<file path="src/hdl/dtor_pkg.sv">
package dtor_pkg;

    localparam int DEF_SAMPLE_BITS = 16;
    localparam int DEF_COUNT_BITS  = 20;
    localparam int RATIO_BITS      = 16;
    localparam logic [RATIO_BITS-1:0] RATIO_ONE = 16'h8000;
    localparam int IDX_BITS        = 3;

    // Register indexes
    localparam logic [IDX_BITS-1:0] REG_PICKUP_LEVEL     = 3'd0;
    localparam logic [IDX_BITS-1:0] REG_DROPOUT_RATIO    = 3'd1;
    localparam logic [IDX_BITS-1:0] REG_DROPOUT_SAMPLES  = 3'd2;
    localparam logic [IDX_BITS-1:0] REG_COMM_ON_SAMPLES  = 3'd3;
    localparam logic [IDX_BITS-1:0] REG_COMM_OFF_SAMPLES = 3'd4;
    localparam logic [IDX_BITS-1:0] REG_TRIP_SAMPLES     = 3'd5;

    // State flags of the relay element
    typedef struct packed {
        logic pickup;
        logic hold;
        logic comm;
        logic trip;
        logic latch;
    } flags_t;

    // One result item
    typedef struct packed {
        logic active;
        logic raw_pickup;
        logic held_pickup;
        logic comm_pickup;
        logic trip_out;
        logic trip_latched;
    } result_t;

    function automatic int max_bits(input int a, input int b);
        return (a > b) ? a : b;
    endfunction

endpackage

</file>
<file path="src/hdl/dtor_cfg.sv">
module dtor_cfg #(
    parameter int SAMPLE_BITS = dtor_pkg::DEF_SAMPLE_BITS,
    parameter int COUNT_BITS  = dtor_pkg::DEF_COUNT_BITS
) (
    input  logic                                        clk,
    input  logic                                        rst_n,
    input  logic                                        cfg_we,
    input  logic [dtor_pkg::IDX_BITS-1:0]               cfg_index,
    input  logic [dtor_pkg::max_bits(dtor_pkg::max_bits(SAMPLE_BITS, COUNT_BITS),
                                     dtor_pkg::RATIO_BITS)-1:0] cfg_data,
    input  dtor_pkg::flags_t                            flags,
    output logic [SAMPLE_BITS-1:0]                      pickup_level,
    output logic [dtor_pkg::RATIO_BITS-1:0]             drop_ratio,
    output logic [COUNT_BITS-1:0]                       dropout_samples,
    output logic [COUNT_BITS-1:0]                       comm_on_samples,
    output logic [COUNT_BITS-1:0]                       comm_off_samples,
    output logic [COUNT_BITS-1:0]                       trip_samples,
    output logic                                        active
);
    import dtor_pkg::*;

    logic [SAMPLE_BITS-1:0] level_reg, level_next;
    logic [RATIO_BITS-1:0]  ratio_reg, ratio_next;
    logic [COUNT_BITS-1:0]  drop_reg, drop_next;
    logic [COUNT_BITS-1:0]  con_reg, con_next;
    logic [COUNT_BITS-1:0]  coff_reg, coff_next;
    logic [COUNT_BITS-1:0]  trip_reg, trip_next;
    logic                   active_reg, active_next;
    logic                   known_idx;
    logic                   cfg_ok;

    // Register write decode
    always_comb
    begin
        level_next = level_reg;
        ratio_next = ratio_reg;
        drop_next  = drop_reg;
        con_next   = con_reg;
        coff_next  = coff_reg;
        trip_next  = trip_reg;
        known_idx  = 1'b1;
        unique case (cfg_index)
            REG_PICKUP_LEVEL:     level_next = cfg_data[SAMPLE_BITS-1:0];
            REG_DROPOUT_RATIO:    ratio_next = cfg_data[RATIO_BITS-1:0];
            REG_DROPOUT_SAMPLES:  drop_next  = cfg_data[COUNT_BITS-1:0];
            REG_COMM_ON_SAMPLES:  con_next   = cfg_data[COUNT_BITS-1:0];
            REG_COMM_OFF_SAMPLES: coff_next  = cfg_data[COUNT_BITS-1:0];
            REG_TRIP_SAMPLES:     trip_next  = cfg_data[COUNT_BITS-1:0];
            default:              known_idx  = 1'b0;
        endcase
    end

    // Settings check on the values after the write
    assign cfg_ok = (level_next != '0) && (trip_next != '0) &&
                    (ratio_next != '0) && (ratio_next <= RATIO_ONE) &&
                    (drop_next <= trip_next) &&
                    (con_next != '0) && (con_next <= trip_next) &&
                    (coff_next != '0);

    // Active is re-evaluated only on a write to a known register
    always_comb
    begin
        active_next = active_reg;
        if (cfg_we && known_idx)
        begin
            active_next = cfg_ok && !flags.pickup && !flags.hold &&
                          !flags.trip && !flags.latch;
        end
    end

    always_ff @(posedge clk or negedge rst_n)
    begin
        if (!rst_n)
        begin
            level_reg  <= '0;
            ratio_reg  <= RATIO_ONE;
            drop_reg   <= '0;
            con_reg    <= '0;
            coff_reg   <= '0;
            trip_reg   <= '0;
            active_reg <= 1'b0;
        end
        else
        begin
            if (cfg_we)
            begin
                level_reg <= level_next;
                ratio_reg <= ratio_next;
                drop_reg  <= drop_next;
                con_reg   <= con_next;
                coff_reg  <= coff_next;
                trip_reg  <= trip_next;
            end
            active_reg <= active_next;
        end
    end

    assign pickup_level     = level_reg;
    assign drop_ratio       = ratio_reg;
    assign dropout_samples  = drop_reg;
    assign comm_on_samples  = con_reg;
    assign comm_off_samples = coff_reg;
    assign trip_samples     = trip_reg;
    assign active           = active_reg;

endmodule

</file>
<file path="src/hdl/dtor_core.sv">
module dtor_core #(
    parameter int SAMPLE_BITS = dtor_pkg::DEF_SAMPLE_BITS,
    parameter int COUNT_BITS  = dtor_pkg::DEF_COUNT_BITS
) (
    input  logic                            clk,
    input  logic                            rst_n,
    input  logic                            advance,
    input  logic [SAMPLE_BITS-1:0]          rms_value,
    input  logic                            inhibit,
    input  logic                            latch_reset,
    input  logic [SAMPLE_BITS-1:0]          pickup_level,
    input  logic [dtor_pkg::RATIO_BITS-1:0] drop_ratio,
    input  logic [COUNT_BITS-1:0]           dropout_samples,
    input  logic [COUNT_BITS-1:0]           comm_on_samples,
    input  logic [COUNT_BITS-1:0]           comm_off_samples,
    input  logic [COUNT_BITS-1:0]           trip_samples,
    input  logic                            active,
    output dtor_pkg::flags_t                flags,
    output dtor_pkg::result_t               result
);
    import dtor_pkg::*;

    localparam int PROD_BITS = SAMPLE_BITS + RATIO_BITS;

    flags_t                flags_reg, flags_next;
    logic [COUNT_BITS-1:0] hold_cnt_reg, hold_cnt_next;
    logic [COUNT_BITS-1:0] comm_cnt_reg, comm_cnt_next;
    logic [COUNT_BITS-1:0] trip_cnt_reg, trip_cnt_next;
    logic [PROD_BITS-1:0]  scaled_rms;
    logic [PROD_BITS-1:0]  drop_level;
    logic                  below_drop;

    // Dropout threshold: rms * 1.0 (Q1.15) against level * ratio
    assign scaled_rms = {1'b0, rms_value, {(RATIO_BITS-1){1'b0}}};
    assign drop_level = {{RATIO_BITS{1'b0}}, pickup_level} *
                        {{SAMPLE_BITS{1'b0}}, drop_ratio};
    assign below_drop = scaled_rms < drop_level;

    // Next state of the relay element
    always_comb
    begin
        logic [COUNT_BITS-1:0] lim;
        logic [COUNT_BITS-1:0] cc;
        logic [COUNT_BITS-1:0] tc;

        flags_next    = flags_reg;
        hold_cnt_next = hold_cnt_reg;
        comm_cnt_next = comm_cnt_reg;
        trip_cnt_next = trip_cnt_reg;
        lim           = flags_reg.comm ? comm_off_samples : comm_on_samples;
        cc            = comm_cnt_reg;
        tc            = trip_cnt_reg;

        // hysteresis comparator, inhibit dominates
        if (rms_value > pickup_level)
            flags_next.pickup = 1'b1;
        if (below_drop || inhibit)
            flags_next.pickup = 1'b0;

        // dropout off-delay
        if (flags_next.pickup)
        begin
            hold_cnt_next   = '0;
            flags_next.hold = 1'b1;
        end
        else if (flags_reg.hold)
        begin
            if (hold_cnt_reg >= dropout_samples)
            begin
                flags_next.hold = 1'b0;
                hold_cnt_next   = '0;
            end
            else
                hold_cnt_next = hold_cnt_reg + 1'b1;
        end

        // comm on/off qualification
        if (flags_next.hold != flags_reg.comm)
        begin
            if (cc < lim)
                cc = cc + 1'b1;
            if (cc >= lim)
            begin
                flags_next.comm = flags_next.hold;
                comm_cnt_next   = '0;
            end
            else
                comm_cnt_next = cc;
        end
        else
            comm_cnt_next = '0;

        // trip on-delay
        if (flags_next.hold)
        begin
            if (tc < trip_samples)
                tc = tc + 1'b1;
            trip_cnt_next   = tc;
            flags_next.trip = tc >= trip_samples;
        end
        else
        begin
            trip_cnt_next   = '0;
            flags_next.trip = 1'b0;
        end

        // trip latch: set first, then qualified reset
        if (flags_next.trip)
            flags_next.latch = 1'b1;
        if (!flags_next.pickup && latch_reset)
            flags_next.latch = 1'b0;

        // inactive element keeps its state
        if (!active)
        begin
            flags_next    = flags_reg;
            hold_cnt_next = hold_cnt_reg;
            comm_cnt_next = comm_cnt_reg;
            trip_cnt_next = trip_cnt_reg;
        end
    end

    always_ff @(posedge clk or negedge rst_n)
    begin
        if (!rst_n)
        begin
            flags_reg    <= '0;
            hold_cnt_reg <= '0;
            comm_cnt_reg <= '0;
            trip_cnt_reg <= '0;
        end
        else if (advance)
        begin
            flags_reg    <= flags_next;
            hold_cnt_reg <= hold_cnt_next;
            comm_cnt_reg <= comm_cnt_next;
            trip_cnt_reg <= trip_cnt_next;
        end
    end

    assign flags = flags_reg;

    // Result item for the sample now passing through
    always_comb
    begin
        result.active       = active;
        result.raw_pickup   = flags_next.pickup;
        result.held_pickup  = flags_next.hold;
        result.comm_pickup  = flags_next.comm;
        result.trip_out     = flags_next.trip;
        result.trip_latched = flags_next.latch;
    end

endmodule

</file>
<file path="src/hdl/definite_time_overlimit_relay_unit.sv">
// Definite-time over-limit relay element.
// Path: an accepted sample passes the input stage, then the result register, to its result item.
// Throughput: one sample per cycle while the result is not stalled; the state counters update in the same pass.
// Reset (rst_n, async low): registers to defaults, all flags and counters clear,
// element inactive until a valid set of registers is written.
module definite_time_overlimit_relay_unit #(
    parameter int SAMPLE_BITS = dtor_pkg::DEF_SAMPLE_BITS,
    parameter int COUNT_BITS  = dtor_pkg::DEF_COUNT_BITS
) (
    input  logic                           clk,
    input  logic                           rst_n,
    input  logic                           cfg_we,
    input  logic [dtor_pkg::IDX_BITS-1:0]  cfg_index,
    input  logic [dtor_pkg::max_bits(dtor_pkg::max_bits(SAMPLE_BITS, COUNT_BITS),
                                     dtor_pkg::RATIO_BITS)-1:0] cfg_data,
    input  logic                           in_valid,
    output logic                           in_stall,
    input  logic [SAMPLE_BITS-1:0]         rms_value,
    input  logic                           inhibit,
    input  logic                           latch_reset,
    output logic                           out_valid,
    input  logic                           out_stall,
    output logic                           active,
    output logic                           raw_pickup,
    output logic                           held_pickup,
    output logic                           comm_pickup,
    output logic                           trip_out,
    output logic                           trip_latched
);
    import dtor_pkg::*;

    logic                   stage_valid_reg;
    logic [SAMPLE_BITS-1:0] stage_rms_reg;
    logic                   stage_inh_reg;
    logic                   stage_rst_reg;
    logic                   out_valid_reg;
    result_t                out_reg;
    logic                   advance;
    logic                   accept;

    logic [SAMPLE_BITS-1:0] pickup_level;
    logic [RATIO_BITS-1:0]  drop_ratio;
    logic [COUNT_BITS-1:0]  dropout_samples;
    logic [COUNT_BITS-1:0]  comm_on_samples;
    logic [COUNT_BITS-1:0]  comm_off_samples;
    logic [COUNT_BITS-1:0]  trip_samples;
    logic                   cfg_active;
    flags_t                 flags;
    result_t                result;

    // Handshake: stage moves on when the result register is free or being taken
    assign advance  = stage_valid_reg && (!out_valid_reg || !out_stall);
    assign in_stall = stage_valid_reg && !advance;
    assign accept   = in_valid && !in_stall;

    dtor_cfg #(
        .SAMPLE_BITS(SAMPLE_BITS),
        .COUNT_BITS (COUNT_BITS)
    ) u_cfg (
        .clk             (clk),
        .rst_n           (rst_n),
        .cfg_we          (cfg_we),
        .cfg_index       (cfg_index),
        .cfg_data        (cfg_data),
        .flags           (flags),
        .pickup_level    (pickup_level),
        .drop_ratio      (drop_ratio),
        .dropout_samples (dropout_samples),
        .comm_on_samples (comm_on_samples),
        .comm_off_samples(comm_off_samples),
        .trip_samples    (trip_samples),
        .active          (cfg_active)
    );

    dtor_core #(
        .SAMPLE_BITS(SAMPLE_BITS),
        .COUNT_BITS (COUNT_BITS)
    ) u_core (
        .clk             (clk),
        .rst_n           (rst_n),
        .advance         (advance),
        .rms_value       (stage_rms_reg),
        .inhibit         (stage_inh_reg),
        .latch_reset     (stage_rst_reg),
        .pickup_level    (pickup_level),
        .drop_ratio      (drop_ratio),
        .dropout_samples (dropout_samples),
        .comm_on_samples (comm_on_samples),
        .comm_off_samples(comm_off_samples),
        .trip_samples    (trip_samples),
        .active          (cfg_active),
        .flags           (flags),
        .result          (result)
    );

    // Input stage
    always_ff @(posedge clk or negedge rst_n)
    begin
        if (!rst_n)
            stage_valid_reg <= 1'b0;
        else if (accept)
            stage_valid_reg <= 1'b1;
        else if (advance)
            stage_valid_reg <= 1'b0;
    end

    always_ff @(posedge clk)
    begin
        if (accept)
        begin
            stage_rms_reg <= rms_value;
            stage_inh_reg <= inhibit;
            stage_rst_reg <= latch_reset;
        end
    end

    // Result register
    always_ff @(posedge clk or negedge rst_n)
    begin
        if (!rst_n)
            out_valid_reg <= 1'b0;
        else if (advance)
            out_valid_reg <= 1'b1;
        else if (!out_stall)
            out_valid_reg <= 1'b0;
    end

    always_ff @(posedge clk)
    begin
        if (advance)
            out_reg <= result;
    end

    assign out_valid    = out_valid_reg;
    assign active       = out_reg.active;
    assign raw_pickup   = out_reg.raw_pickup;
    assign held_pickup  = out_reg.held_pickup;
    assign comm_pickup  = out_reg.comm_pickup;
    assign trip_out     = out_reg.trip_out;
    assign trip_latched = out_reg.trip_latched;

endmodule

</file>
<file path="config.mk">
export PLATFORM = sky130hd
export DESIGN_NAME = definite_time_overlimit_relay_unit
export DESIGN_NICKNAME = d
export VERILOG_FILES = /design/src/hdl/dtor_pkg.sv /design/src/hdl/dtor_cfg.sv /design/src/hdl/dtor_core.sv /design/src/hdl/definite_time_overlimit_relay_unit.sv
export SDC_FILE = /design/constraint.sdc
export NUM_CORES = 1
export LEC_CHECK = 0
export BUFFER_PORTS_ARGS = -buffer_cell sky130_fd_sc_hd__buf_2
export CORE_MARGIN = 4
export CORE_UTILIZATION = 37
export DETAILED_ROUTE_END_ITERATION = 16
export GPL_TIMING_DRIVEN = 1
export PLACE_DENSITY = 0.64
export REMOVE_ABC_BUFFERS = 1
export SLEW_MARGIN = 20
export SYNTH_ARGS = -nofsm -noshare
export SYNTH_HDL_FRONTEND = slang
export SYNTH_SLANG_ARGS = --single-unit
</file>
<file path="constraint.sdc">
create_clock -name clk -period 10 [get_ports clk]
set_input_delay 3 -clock clk [delete_from_list [all_inputs] [get_ports clk]]
set_output_delay 3 -clock clk [all_outputs]
set_load 0.02 [all_outputs]
</file>
==> results_dict.tcl <==
set metrics [dict create \
    route.vias.total 17997 \
    port_buffers 53 \
    rsz0062_at_grt "no" \
    grt_pass1_vias 18038 \
    firstDrtPassIters 5 \
    syn_area_um2 22500 \
    grt_overflow_total 0 \
    drtAntennaViolNets 0 \
    yosys_warnings 0 \
    track_usage_pct 19.6 \
    drv_slew 0 \
    start_util_pct 37.4 \
    arrival_ns 10.02 \
    finalSetupViolCount 0 \
    post-dp-hpwl_um 49300 \
    fin_nets 3011 \
    synth_cell_type_count 70 \
    insertion_delay_ns 0.59 \
    async_reset_ff_share_pct 88.2 \
    path_class "reg -> reg" \
    yosysTopAreaCellShare_pct 19.9 \
    syn_area_per_cell_um2 9.06 \
    crit_slowest_cell "fa_1" \
    max-slew-margin-rel_pct 22.3 \
    tightestPinTransition_ns 1.17 \
    syn_to_final_growth_pct 9.26 \
    grt_max_degree 82 \
    finalCritPeriodShare_pct 95.5 \
    critical_path.max_stage_delay_ns 0.55 \
    netlist_instances 2485 \
    synth_most_common_cell "inv_1" \
    drive_gt1_share_pct 8.23 \
    endpoint "u_core.comm_cnt_reg[18]" \
    hold_viol 0 \
    cts.path.max_buffers 3 \
    coreArea_um2 60200 \
    clkTransAtPathRegs_ns 0.08 \
    worstReg2RegStart "u_cfg.pickup_level[5]" \
    final.setup_skew_ns 0.0341 \
    antenna_found_initial 1 \
    io_pins 54 \
    root_buffer "clkbuf_16" \
    cts.sinks 204 \
    dieArea_um2 64800 \
    synthTopCellsByCount "inv_1, ha_1, nand2_1" \
    rr_worst_depth 37 \
    drt_iter0_drc 1289 \
    gp_congestion 0.935 \
    synth_area_leader_cell "dfrtp_1" \
    rows 90 \
    post-cts-setup-buffers 0 \
    synth_edf_count 24 \
    post-route-drc-count 0 \
    cts_buffers 26 \
    status "completed" \
    r2r_end "u_core.comm_cnt_reg[18]" \
    tns_ns 0 \
    dieHeight_um 255 \
    cts_tree "done" \
    path_common_cell "fa_1" \
    synth.top_cells.by_area "dfrtp_1, fa_1, ha_1, inv_1, nand2_1" \
    startpoint "u_cfg.pickup_level[5]" \
    cp.required_ns 10.48 \
    vias_per_cell 5.46 \
    endpoint_kind "register" \
    grt_pass1_wl_um 101000 \
    synth_seq_cells 204 \
    wl_um 63800 \
    hold_class "reg -> reg" \
    ys_seq_area_share_pct 23.2 \
    ys_dominant_reg_cell "dfrtp_1" \
    path_max_fanout 22 \
    drv_cap 0 \
    htree_levels 1 \
    die_x_um 255 \
    r2r_setup_slack_ns 0.45 \
    route.detailed.wl_per_inst_um 19.3 \
    min_period_ns 9.55 \
    fmax_mhz 105 \
    critPathLaunchType "register" \
]
what timing repair did:
item,in CTS,in global routing
hold buffers,0,0
resized for setup,0,6
endpoints found under the hold margin,0,0
setup endpoints to repair,0,19
area by class of cell:
class	instances	area (µm²)
fillers	5937	35700
multi-input cells	1835	15600
flip-flops and latches	204	5230
inverters	334	1250
well taps	782	978
clock buffers	27	664
repair buffers	93	574
clock inverters	21	269
diodes	1	2.50
layer usage:
metal | global-route usage, % | up-vias | wire length [µm]
met2 | 31.5 | 581 | 28800
met4 | 4.88 | 0 | 1730
met3 | 3.92 | 95 | 4950
met1 | 27.4 | 8905 | 28300
met5 | 0 | - | 0
li1 | - | 8416 | -
through the flow:
| stage | hold slack, ns | worst slack [ns] | utilization [%] | area [µm²] | std cells |
|---|---|---|---|---|---|
| floorplan | 0.458 | 0.949 | - | 22100 | 2373 |
| global placement | 0.490 | 0.660 | 39.2 | 23600 | 3248 |
| detailed placement | 0.498 | 0.394 | 39.2 | 23600 | 3248 |
| CTS | 0.517 | 0.420 | 40.8 | 24600 | 3296 |
| global route | 0.555 | 0.0202 | 40.8 | 24600 | 3296 |
| finish | 0.508 | 0.451 | 40.8 | 24600 | 3297 |
worst min-delay path by stage:
stage | from | endpoint | cells after the start
2_1_floorplan | stage_rst_reg | u_core.flags[0] | 1
3_3_place_gp | stage_valid_reg | out_valid | 1
3_5_place_dp | stage_rst_reg | u_core.flags[0] | 1
4_1_cts | stage_valid_reg | out_valid | 1
5_1_grt | stage_valid_reg | out_valid | 1
6_report | stage_rst_reg | u_core.flags[0] | 1
cells by family (layout without fill, tap and decap cells):
| logic type | count (synthesis) | after routing | share of synthesized area, % |
|---|---|---|---|
| compound gates | 448 | 448 | 12.5 |
| other cells | 0 | 1 | 0 |
| flops | 204 | 204 | 23.2 |
| fa+ha+maj | 471 | 471 | 32.7 |
| buf+inv | 446 | 475 | 7.50 |
| mux | 105 | 105 | 4.89 |
| simple gates | 741 | 741 | 16.4 |
| xor+xnor | 70 | 70 | 2.76 |
critical path: cells and delay by family (launching register included):
kind / cells / cell delay [ns]
mux: 1 / 0.22
flops: 1 / 0.52
fa+ha+maj: 8 / 3.73
compound gates: 14 / 2.74
xor+xnor: 1 / 0.22
simple gates: 5 / 0.89
buf+inv: 8 / 1.09
cell usage in the layout, fill, tap and decap left out, types with 7 or more instances in the layout:
cell	instances
nand4_1	43
dfrtp_1	176
xnor2_1	52
a21oi_1	122
clkbuf_16	26
nand2b_1	24
ha_1	277
edfxtp_1	24
o21bai_1	8
mux2_2	40
nor2_1	99
inv_1	334
o31ai_1	21
fa_1	194
or3_1	8
o21ai_1	7
nand2_1	271
a211oi_1	9
a21o_1	58
xor2_1	17
and2_1	128
o21a_1	9
buf_2	51
and3_1	18
a32o_1	7
buf_4	41
o211ai_1	7
mux2i_1	65
nor2b_1	22
nand3_1	43
nor4_1	27
nor3_1	24
o21ai_0	129
a31oi_1	9
Power is left out: the tool's default activity adds up to more than one toggle a clock period on the data nets, which glitch-free logic cannot reach.
